`src/utf8v_pkg.sv`:
```
// utf8v_pkg: shared types, byte class codes and the lead byte classifier
// for the utf-8 sequence validator; no dependencies
package utf8v_pkg;

    localparam int ByteW    = 8;
    localparam int PendW    = 3;
    localparam int FifoDepth = 2;
    localparam int FifoPtrW = 1;
    localparam int FifoCntW = 2;

    localparam logic [1:0] KIND_NONE = 2'd0;
    localparam logic [1:0] KIND_CONT = 2'd1;
    localparam logic [1:0] KIND_LEAD = 2'd2;
    localparam logic [1:0] KIND_BAD  = 2'd3;

    typedef struct packed {
        logic [1:0]       kind;
        logic [PendW-1:0] lead_len;
        logic             last;
    } item_t;

    function automatic item_t classify(input logic [ByteW-1:0] b, input logic no_byte,
                                       input logic last);
        item_t it;
        it.last     = last;
        it.lead_len = '0;
        it.kind     = KIND_LEAD;
        if (no_byte)
        begin
            it.kind = KIND_NONE;
        end
        else if (b[7] == 1'b0)
        begin
            it.lead_len = 3'd0;
        end
        else if (b[7:6] == 2'b10)
        begin
            it.kind = KIND_CONT;
        end
        else if (b[7:5] == 3'b110)
        begin
            it.lead_len = 3'd1;
        end
        else if (b[7:4] == 4'b1110)
        begin
            it.lead_len = 3'd2;
        end
        else if (b[7:3] == 5'b11110)
        begin
            it.lead_len = 3'd3;
        end
        else if (b[7:2] == 6'b111110)
        begin
            it.lead_len = 3'd4;
        end
        else if (b[7:1] == 7'b1111110)
        begin
            it.lead_len = 3'd5;
        end
        else
        begin
            it.kind = KIND_BAD;
        end
        return it;
    endfunction

endpackage

```
`src/utf8v_front.sv`:
```
// utf8v_front: accepts input items and registers their byte class
// depends on utf8v_pkg
module utf8v_front
(
    input  logic                          clk,
    input  logic                          rst_n,
    input  logic                          in_valid,
    output logic                          in_ready,
    input  logic [utf8v_pkg::ByteW-1:0]   in_byte,
    input  logic                          in_no_byte,
    input  logic                          in_last,
    output logic                          out_valid,
    input  logic                          out_ready,
    output utf8v_pkg::item_t              out_item
);
    import utf8v_pkg::*;

    logic  valid_reg;
    logic  valid_next;
    item_t item_reg;

    assign in_ready   = !valid_reg || out_ready;
    assign out_valid  = valid_reg;
    assign out_item   = item_reg;
    assign valid_next = in_ready ? in_valid : valid_reg;

    always_ff @(posedge clk or negedge rst_n)
    begin
        if (!rst_n)
        begin
            valid_reg <= 1'b0;
        end
        else
        begin
            valid_reg <= valid_next;
        end
    end

    always_ff @(posedge clk)
    begin
        if (in_valid && in_ready)
        begin
            item_reg <= classify(in_byte, in_no_byte, in_last);
        end
    end

endmodule

```
`src/utf8v_fifo.sv`:
```
// utf8v_fifo: two-entry queue of classified items between front and back
// depends on utf8v_pkg
module utf8v_fifo
(
    input  logic                  clk,
    input  logic                  rst_n,
    input  logic                  in_valid,
    output logic                  in_ready,
    input  utf8v_pkg::item_t      in_item,
    output logic                  out_valid,
    input  logic                  out_ready,
    output utf8v_pkg::item_t      out_item
);
    import utf8v_pkg::*;

    item_t                 mem_reg [FifoDepth];
    logic [FifoPtrW-1:0]   wr_ptr_reg;
    logic [FifoPtrW-1:0]   wr_ptr_next;
    logic [FifoPtrW-1:0]   rd_ptr_reg;
    logic [FifoPtrW-1:0]   rd_ptr_next;
    logic [FifoCntW-1:0]   count_reg;
    logic [FifoCntW-1:0]   count_next;
    logic                  push;
    logic                  pop;

    assign in_ready  = (count_reg != FifoCntW'(FifoDepth));
    assign out_valid = (count_reg != '0);
    assign out_item  = mem_reg[rd_ptr_reg];
    assign push      = in_valid && in_ready;
    assign pop       = out_valid && out_ready;

    always_comb
    begin
        wr_ptr_next = push ? wr_ptr_reg + 1'b1 : wr_ptr_reg;
        rd_ptr_next = pop ? rd_ptr_reg + 1'b1 : rd_ptr_reg;
        count_next  = count_reg;
        if (push && !pop)
        begin
            count_next = count_reg + 1'b1;
        end
        else if (pop && !push)
        begin
            count_next = count_reg - 1'b1;
        end
    end

    always_ff @(posedge clk or negedge rst_n)
    begin
        if (!rst_n)
        begin
            wr_ptr_reg <= '0;
            rd_ptr_reg <= '0;
            count_reg  <= '0;
        end
        else
        begin
            wr_ptr_reg <= wr_ptr_next;
            rd_ptr_reg <= rd_ptr_next;
            count_reg  <= count_next;
        end
    end

    always_ff @(posedge clk)
    begin
        if (push)
        begin
            mem_reg[wr_ptr_reg] <= in_item;
        end
    end

    // occupancy never exceeds the depth
    a_count_bound: assert property (@(posedge clk) disable iff (!rst_n)
        count_reg <= FifoCntW'(FifoDepth))
        else $error("fifo count over depth");

    // pointers differ by exactly the count modulo depth
    a_ptr_count: assert property (@(posedge clk) disable iff (!rst_n)
        (wr_ptr_reg - rd_ptr_reg) == count_reg[FifoPtrW-1:0])
        else $error("fifo pointers disagree with count");

endmodule

```
`src/utf8v_back.sv`:
```
// utf8v_back: sequence state update and result register
// depends on utf8v_pkg
module utf8v_back
(
    input  logic                  clk,
    input  logic                  rst_n,
    input  logic                  in_valid,
    output logic                  in_ready,
    input  utf8v_pkg::item_t      in_item,
    output logic                  out_valid,
    input  logic                  out_ready,
    output logic                  out_res
);
    import utf8v_pkg::*;

    logic [PendW-1:0] pend_reg;
    logic [PendW-1:0] pend_next;
    logic             failed_reg;
    logic             failed_next;
    logic             res_valid_reg;
    logic             res_valid_next;
    logic             res_reg;
    logic [PendW-1:0] pend_upd;
    logic             failed_upd;
    logic             take;

    // non-last items never need the result register
    assign in_ready  = !in_item.last || !res_valid_reg || out_ready;
    assign take      = in_valid && in_ready;
    assign out_valid = res_valid_reg;
    assign out_res   = res_reg;

    always_comb
    begin
        pend_upd   = pend_reg;
        failed_upd = failed_reg;
        if (in_item.kind != KIND_NONE && !failed_reg)
        begin
            if (pend_reg != '0)
            begin
                if (in_item.kind == KIND_CONT)
                begin
                    pend_upd = pend_reg - 1'b1;
                end
                else
                begin
                    failed_upd = 1'b1;
                end
            end
            else if (in_item.kind == KIND_LEAD)
            begin
                pend_upd = in_item.lead_len;
            end
            else
            begin
                failed_upd = 1'b1;
            end
        end

        pend_next      = pend_reg;
        failed_next    = failed_reg;
        res_valid_next = res_valid_reg && !out_ready;
        if (take)
        begin
            pend_next   = in_item.last ? '0 : pend_upd;
            failed_next = in_item.last ? 1'b0 : failed_upd;
            if (in_item.last)
            begin
                res_valid_next = 1'b1;
            end
        end
    end

    always_ff @(posedge clk or negedge rst_n)
    begin
        if (!rst_n)
        begin
            pend_reg      <= '0;
            failed_reg    <= 1'b0;
            res_valid_reg <= 1'b0;
        end
        else
        begin
            pend_reg      <= pend_next;
            failed_reg    <= failed_next;
            res_valid_reg <= res_valid_next;
        end
    end

    always_ff @(posedge clk)
    begin
        if (take && in_item.last)
        begin
            res_reg <= !failed_upd && (pend_upd == '0);
        end
    end

    // at most five continuations are ever owed
    a_pend_bound: assert property (@(posedge clk) disable iff (!rst_n)
        pend_reg <= 3'd5)
        else $error("pending count out of range");

    // a last item leaves the state clear for the next string
    a_clear_after_last: assert property (@(posedge clk) disable iff (!rst_n)
        take && in_item.last |=> pend_reg == '0 && !failed_reg)
        else $error("state not cleared after last item");

    // a result appears only after a last item was taken
    a_result_source: assert property (@(posedge clk) disable iff (!rst_n)
        $rose(res_valid_reg) |-> $past(take && in_item.last))
        else $error("result without last item");

    // a failed string stays failed, with its pending count frozen, until its last item
    a_failed_freeze: assert property (@(posedge clk) disable iff (!rst_n)
        failed_reg && take && !in_item.last |=> failed_reg && $stable(pend_reg))
        else $error("state changed after failure");

endmodule

```
`src/utf8_sequence_validator.sv`:
```
// utf8_sequence_validator: top level, front classifier, item queue, back checker
// depends on utf8v_pkg, utf8v_front, utf8v_fifo, utf8v_back
//
//  channel  | direction | tdata           | tuser    | tlast
//  s_axis   | in        | [7:0] data_byte | no_byte  | is_last
//  m_axis   | out       | [0] valid_res   | -        | -
//
// one item per cycle sustained unless a waiting result holds back a last item; a last item passes the front
// register and a queue entry before its result is registered; front register, 2-entry queue and result register
// each stall on their own; only a waiting result blocks, and only a last item behind it
// reset clears the valid, pointer, count and sequence state; the first string starts right after reset
module utf8_sequence_validator
(
    input  logic        clk,
    input  logic        rst_n,
    input  logic        s_axis_tvalid,
    output logic        s_axis_tready,
    input  logic [7:0]  s_axis_tdata,   // [7:0] data_byte
    input  logic        s_axis_tuser,   // [0] no_byte
    input  logic        s_axis_tlast,
    output logic        m_axis_tvalid,
    input  logic        m_axis_tready,
    output logic [7:0]  m_axis_tdata    // [0] valid_res, [7:1] zero
);
    import utf8v_pkg::*;

    logic  fr_valid;
    logic  fr_ready;
    item_t fr_item;
    logic  q_valid;
    logic  q_ready;
    item_t q_item;
    logic  res;

    utf8v_front u_front
    (
        .clk        (clk),
        .rst_n      (rst_n),
        .in_valid   (s_axis_tvalid),
        .in_ready   (s_axis_tready),
        .in_byte    (s_axis_tdata),
        .in_no_byte (s_axis_tuser),
        .in_last    (s_axis_tlast),
        .out_valid  (fr_valid),
        .out_ready  (fr_ready),
        .out_item   (fr_item)
    );

    utf8v_fifo u_fifo
    (
        .clk       (clk),
        .rst_n     (rst_n),
        .in_valid  (fr_valid),
        .in_ready  (fr_ready),
        .in_item   (fr_item),
        .out_valid (q_valid),
        .out_ready (q_ready),
        .out_item  (q_item)
    );

    utf8v_back u_back
    (
        .clk       (clk),
        .rst_n     (rst_n),
        .in_valid  (q_valid),
        .in_ready  (q_ready),
        .in_item   (q_item),
        .out_valid (m_axis_tvalid),
        .out_ready (m_axis_tready),
        .out_res   (res)
    );

    assign m_axis_tdata = {7'b0, res};

endmodule
```
`config.mk`:
```
export PLATFORM = sky130hd
export DESIGN_NAME = utf8_sequence_validator
export DESIGN_NICKNAME = d
export VERILOG_FILES = /design/src/utf8v_pkg.sv /design/src/utf8v_front.sv /design/src/utf8v_fifo.sv /design/src/utf8v_back.sv /design/src/utf8_sequence_validator.sv
export SDC_FILE = /design/constraint.sdc
export NUM_CORES = 1
export LEC_CHECK = 0
export BUFFER_PORTS_ARGS = -buffer_cell sky130_fd_sc_hd__buf_2
export CORE_ASPECT_RATIO = 0.5
export CORE_MARGIN = 2
export CORE_UTILIZATION = 40
export CTS_CLUSTER_SIZE = 30
export DETAILED_ROUTE_END_ITERATION = 8
export HOLD_SLACK_MARGIN = 0.06
export SYNTH_ARGS = -nofsm -noshare
export SYNTH_HDL_FRONTEND = slang
export SYNTH_SLANG_ARGS = --single-unit
export TNS_END_PERCENT = 20
```
`constraint.sdc`:
```
create_clock -name clk -period 4.2 [get_ports clk]
set_clock_uncertainty 0.2 [all_clocks]
set_input_delay 0.84 -clock clk [delete_from_list [all_inputs] [get_ports clk]]
set_output_delay 0.84 -clock clk [all_outputs]
set_load 0.02 [all_outputs]
```
After elaboration in Yosys (flattened, before gate mapping)

Memories as Yosys holds them, arrays and structs flattened.
Index checks and enable logic that the tools add are counted.

RAM bits: 12
Memories kept: 1
Output and inout port bits: 10
Bits of input ports: 14
Word-level logic and storage cells: 87
Bits in registers: 17

Equality and inequality tests: 9
Muxes and demuxes: 28
Reduce and logical (&&, ||, !) cells: 29
$add $sub $neg: 5
Bitwise gates (word level): 1

Memory list:

| name           | words | bits a word | rd ports | clocked after memory_dff | write ports | RTL line         | RTL |
|---|---|---|---|---|---|---|---|
| u_fifo.mem_reg | 2     | 6           | 1        | 0                        | 1           | utf8v_fifo.sv:16 | `item_t mem_reg [FifoDepth];` |

Operator list:

| operator              | number |
|---|---|
| $mux W3               | 7 |
| $mux W2               | 10 |
| $mux W1               | 11 |
| $logic_and A1 B1 Y1   | 9 |
| $logic_not A1 Y1      | 8 |
| $eq A7 B7 Y1 const B  | 1 |
| $eq A6 B6 Y1 const B  | 1 |
| $reduce_bool A2 Y1    | 3 |
| $reduce_or A6 Y1      | 1 |
| $eq A5 B5 Y1 const B  | 1 |
| $eq A2 B2 Y1 const B  | 2 |
| $eq A4 B4 Y1 const B  | 1 |
| $reduce_or A4 Y1      | 1 |
| $eq A3 B3 Y1 const B  | 1 |
| $logic_not A3 Y1      | 1 |
| $logic_or A1 B1 Y1    | 3 |
| $reduce_bool A3 Y1    | 1 |
| $reduce_or A3 Y1      | 1 |
| $sub A3 B1 Y3 const B | 1 |
| $add A1 B1 Y1 const B | 2 |
| $add A2 B1 Y2 const B | 1 |
| $eq A2 B1 Y1 const B  | 1 |
| $ne A2 B2 Y1 const B  | 1 |
| $reduce_or A2 Y1      | 1 |
| other kinds (2)       | 2 |

Logic depth before layout (Yosys ltp)

Depth in word-level cells: 8
Gate-level depth with buffers: 8
Mapped depth without buffers: 7

Cells and area by module

A second synthesis with hierarchy kept.

Cells, all modules: 120
Area, all modules: 1535.2 µm²

By module, submodules not included:

| module                  | seq. area each (µm²) | area an instance (µm²) | cells an instance | instances |
|---|---|---|---|---|
| utf8v_fifo              | 460.4                | 644.4                  | 37                | 1 |
| utf8v_back              | 155.1                | 510.5                  | 50                | 1 |
| utf8v_front             | 205.2                | 316.6                  | 24                | 1 |
| utf8_sequence_validator | 0.0                  | 63.8                   | 9                 | 1 |

Least setup slack after synthesis

OpenSTA, ideal clock, no wires.

Path type: input to register
Start point: in m_axis_tready
End point: reg u_fifo.count_reg[1]
Arrival: 1.812 ns
Stages: 6
Setup time: 0.127 ns
Path slack: 2.061 ns
Path buffers: 0
Data required time: 3.873 ns
Cells stage by stage: nand2b_1 o22ai_1 ha_1 xor2_1 nor2_1 xor2_1

Word-level cells in the longest chain between the ends: 5
Elaborated cells between the ends (all ways): 7
Classes of those cells: 1 x mux; 6 x reduce/logical

Ends and longest elaborated chain:

| what                                          | RTL line                      | RTL |
|---|---|---|
| start: declaration                            | utf8_sequence_validator.sv:22 | `input logic m_axis_tready,` |
| $logic_or A1 B1 Y1 *                          | utf8v_back.sv:28              | `assign in_ready = !in_item.last \|\| !res_valid_reg \|\| out_ready;` |
| $logic_and A1 B1 Y1 *                         | utf8v_fifo.sv:30              | `assign pop = out_valid && out_ready;` |
| $logic_not A1 Y1                              | utf8v_fifo.sv:37              | `if (push && !pop)` |
| $logic_and A1 B1 Y1                           | utf8v_fifo.sv:37              |  |
| $mux W2 or $reduce_bool A2 Y1 (tied branches) | n/a                           |  |
| end signal: assignment                        | utf8v_fifo.sv:59              | `count_reg <= count_next;` |
| end: declaration                              | utf8v_fifo.sv:21              | `logic [FifoCntW-1:0] count_reg;` |

Mark *: on every way between the ends. The rest lies on a longest branch, timed or not.
A chain may end at the register's enable or synchronous reset.

Worst setup path after layout

Start point: reg u_fifo.rd_ptr_reg
End point: reg u_back.res_reg (netlist: u_back.out_res) (data pin)

Word-level cells in the longest chain between the ends: 7
Elaborated cells between the ends (all ways): 16
Classes of those cells: 2 x eq/ne; 8 x mux; 5 x reduce/logical; 1 x memory

Ends and longest elaborated chain:

| what                                                 | RTL line                           | RTL |
|---|---|---|
| start: declaration                                   | utf8v_fifo.sv:19                   | `logic [FifoPtrW-1:0] rd_ptr_reg;` |
| start signal: assignment                             | utf8v_fifo.sv:58                   | `rd_ptr_reg <= rd_ptr_next;` |
| $mem_v2 Z2 W6 *                                      | n/a                                |  |
| $eq A2 B2 Y1 or $eq A2 B1 Y1 (tied branches)         | utf8v_back.sv:50, utf8v_back.sv:41 |  |
| $mux W3 (tied with other cells)                      | utf8v_back.sv:50                   | `else if (in_item.kind == KIND_LEAD)` |
| $mux W3 or $mux W1 (tied branches)                   | utf8v_back.sv:39                   | `if (pend_reg != '0)` |
| $mux W3 or $mux W1 (tied branches)                   | utf8v_back.sv:37                   | `if (in_item.kind != KIND_NONE && !failed_reg)` |
| $logic_not A3 Y1 or $logic_not A1 Y1 (tied branches) | utf8v_back.sv:94                   | `res_reg <= !failed_upd && (pend_upd == '0);` |
| $logic_and A1 B1 Y1 *                                | utf8v_back.sv:94                   |  |
| end signal: assignment                               | utf8v_back.sv:94                   |  |
| end: declaration                                     | utf8v_back.sv:22                   | `logic res_reg;` |

Marked as above.

==> key figures <==
Critical path
  • Worst path top cell family by delay: compound AO/OA/AOI/OAI gates
  • Max FO, Critical Path: 14
  • Required time of the worst setup path: 4.05 ns
  • Worst path slowest cell: dfrtp_1
  • Critical path type: reg2reg
  • Worst reg-to-reg setup slack: roughly 1.8 ns
  • FF-to-FF End: u_back.out_res$_DFFE_PP_
  • Arrival time worst endpoint: 2.28 ns
  • Critical R2R Launch: u_fifo.rd_ptr_reg$_DFFE_PN0P_
  • Critical-path cell list: or3b_1 > a2111oi_0 > a31oi_1 > o21a_1 > a2111oi_2
  • Reg2reg path depth: 5
  • Kind of start point of the critical path: flip-flop
  • Worst Setup End Kind: flip-flop
  • Max incr delay on CP: 0.53 ns
  • Crit path buffers/inverters: 0

Synthesis
  • Post-Synthesis Cells: 126
  • Yosys warnings: 0
  • Post-synth EDFFs: 19
  • Synth Register Bits: 29
  • Syn Area/Cell: 11.7 µm²
  • Cell area after synthesis: 0.00147 mm²
  • Yosys cell types: 42
  • Post-synth ARST share: around a third
  • Sequential share of the synthesized area: about 56%
  • Ys flop type: edfxtp_1

Cells and area
  • # diodes: 0
  • Max FFs per register: 12
  • Fraction of layout cells with a size suffix above 1: 19.3%
  • Fill count: 332
  • Final nets: 161
  • Layout area overhead: 13.6%

Power
  • VDD IR-drop max: 0.000202 V
  • P per Cell Area: 703 mW/mm²
  • Leakage: 0.000665 µW

Global route
  • Largest net degree at the start of global routing: 15
  • First-pass GRT wire length: 3950 µm
  • Vias in the first global route: 851
  • Gr usage total: 12.5%
  • Initial antenna violation count: 0
  • Remaining Overflow, GRT: 0

Clock network
  • Worst-Skew Late Latency: 0.27 ns
  • CTS max path bufs: 2
  • Clock-pin slew on the worst setup and hold paths: 0.06 ns
  • CTS Buf Count: 5
  • CTS H-tree depth: 2
  • CTS resizes: 0
  • Clk sink count: 29
  • Clock root cell: clkbuf_8
  • Setup Buffers After CTS: 0
  • CTS tree: done
  • Hold_buf cts: 0

Run
  • Maxcap violations: 0

Detailed routing
  • Wl on met1: roughly 1200 µm
  • Post-route ant nets: 0
  • Vias per inst: 4.80
  • Starting DRT DRC Count: 73
  • DRT Wirelength: between 2000 and 2500 µm
  • DR vias: 941
  • Met3 routed WL: 125 µm
  • Drt wl/cell: about 12 µm
  • Highest metal used: met4
  • DR WL met2: 981 µm
  • Drt pass-1 iters: 4
  • Residual DRC: 0

Timing
  • Setup-failing EPs final: 0
  • Final Cycle Share: 57.8%
  • Worst-Margin Slew: 0.504 ns
  • Slew headroom: 66.4%
  • Smallest setup slack after layout: about 1.8 ns
  • Fmax: 412 MHz
  • Unrepaired setup endpoints after global routing: false
  • Hold Vio Cnt, Final: 0
  • Total negative slack: 0 ns
  • Final min period: 2.43 ns
  • Fin. max-slew vios: 0

Floorplanning
  • Overall die area: 0.00421 mm²
  • Die width: 89.8 µm
  • # rows: 15
  • Core area: 0.00347 mm²
  • I/O Pins: 24
  • Initial Util: between 40% and 50%
  • Die height: 46.9 µm

Place
  • Port Buffer Count: 15
  • Detailed Place HPWL: 1820 µm
  • Placement Setup Slack: 1.77 ns
  • Routability congestion estimate: 0.733

Hold path
  • Class of the worst hold path: in2async

Outcome
  • Status: complete, no violations
==> through the flow <==
step           cells  hold slack, ns  utilization, %  instance area [µm²]  power [µW]
5_1_grt          196           0.223            48.1                 1670        1260
3_3_place_gp     188           0.225            45.0                 1560         902
3_5_place_dp     188           0.236            45.0                 1560         910
2_1_floorplan    132           0.221               -                 1490         825
4_1_cts          196           0.222            48.1                 1670        1190
6_report         196           0.220            48.1                 1670        1180
==> layout by cell type (no fill, tap or decap), types with 3 or more instances in the layout <==
cell      instances
edfxtp_1         19
buf_2            15
dfrtp_1          10
inv_1             8
nor2_1            8
conb_1            7
nand2_1           6
o21ai_0           6
a21oi_1           6
nand3b_1          5
clkbuf_8          5
nand2b_1          4
mux2_2            3
xnor2_1           3
ha_1              3
==> worst max path at each step <==
stage | start | endpoint | slack, ns | depth (start not counted)
5_1_grt | u_fifo.rd_ptr_reg$_DFFE_PN0P_ | u_back.out_res$_DFFE_PP_ | 1.62 | 5
6_report | u_fifo.rd_ptr_reg$_DFFE_PN0P_ | u_back.out_res$_DFFE_PP_ | 1.77 | 5
2_1_floorplan | m_axis_tready | u_fifo.count_reg[1]$_DFFE_PN0P_ | 2.06 | 6
4_1_cts | u_fifo.rd_ptr_reg$_DFFE_PN0P_ | u_back.out_res$_DFFE_PP_ | 1.76 | 5
3_5_place_dp | u_fifo.rd_ptr_reg$_DFFE_PN0P_ | u_back.out_res$_DFFE_PP_ | 1.77 | 5
3_3_place_gp | m_axis_tready | u_fifo.count_reg[1]$_DFFE_PN0P_ | 1.79 | 7
==> power by group <==
| group | internal, µW | total, µW | switching [µW] |
|---|---|---|---|
| clock network | 176 | 272 | 96.3 |
| logic | 175 | 402 | 226 |
| registers | 415 | 502 | 86.7 |
==> per-layer routing <==
metal,vias to the layer above,global-route usage [%]
met3,2,4.82
met5,-,0
met1,430,16.4
li1,486,-
met2,23,19.5
met4,0,4.62
==> cells in the mapped netlist (2+ instances only) <==
cell	n	area, µm²
inv_1	8	30.0
or3b_1	2	17.5
a21oi_1	6	30.0
a2111oi_0	2	17.5
mux2_2	3	33.8
xnor2_1	3	26.3
a211oi_1	2	15.0
nor2_1	8	30.0
buf_4	8	60.1
nor2b_1	2	12.5
a31oi_1	2	12.5
o21a_1	2	15.0
ha_1	3	37.5
nand3b_1	5	37.5
dfrtp_1	10	250
edfxtp_1	19	571
nand2b_1	4	25.0
nand3_1	2	10.0
xor2_1	2	17.5
nand2_1	6	22.5
o21ai_0	6	30.0
==> layout make-up <==
cell class              count  area, µm²  area share (%)
clock buffers               6       72.6            4.34
clock inverters             2       35.0            2.10
flip-flops and latches     29        821            49.1
inverters                   8       30.0            1.80
repair buffers             15       75.1            4.49
multi-input cells          85        574            34.4
well taps                  51       63.8            3.82
==> cell families after synthesis <==
family	after synthesis	share of synthesized area [%]
and+or+nand+nor	36	14.4
AOI/OAI and AO/OA	30	14.4
DFF	29	55.8
buffers and inverters	18	6.72
xor gates and xnor gates	5	2.98
muxes	4	2.98
adders and majority gates	3	2.55
other	1	0.255
==> worst register-to-register path, cell delays in order, from the launching register on <==
cell and delay, ns:
dfrtp_1 0.53, or3b_1 0.45, a2111oi_0 0.41, a31oi_1 0.11
o21a_1 0.14, a2111oi_2 0.37
(Power assumes the default switching activity.)
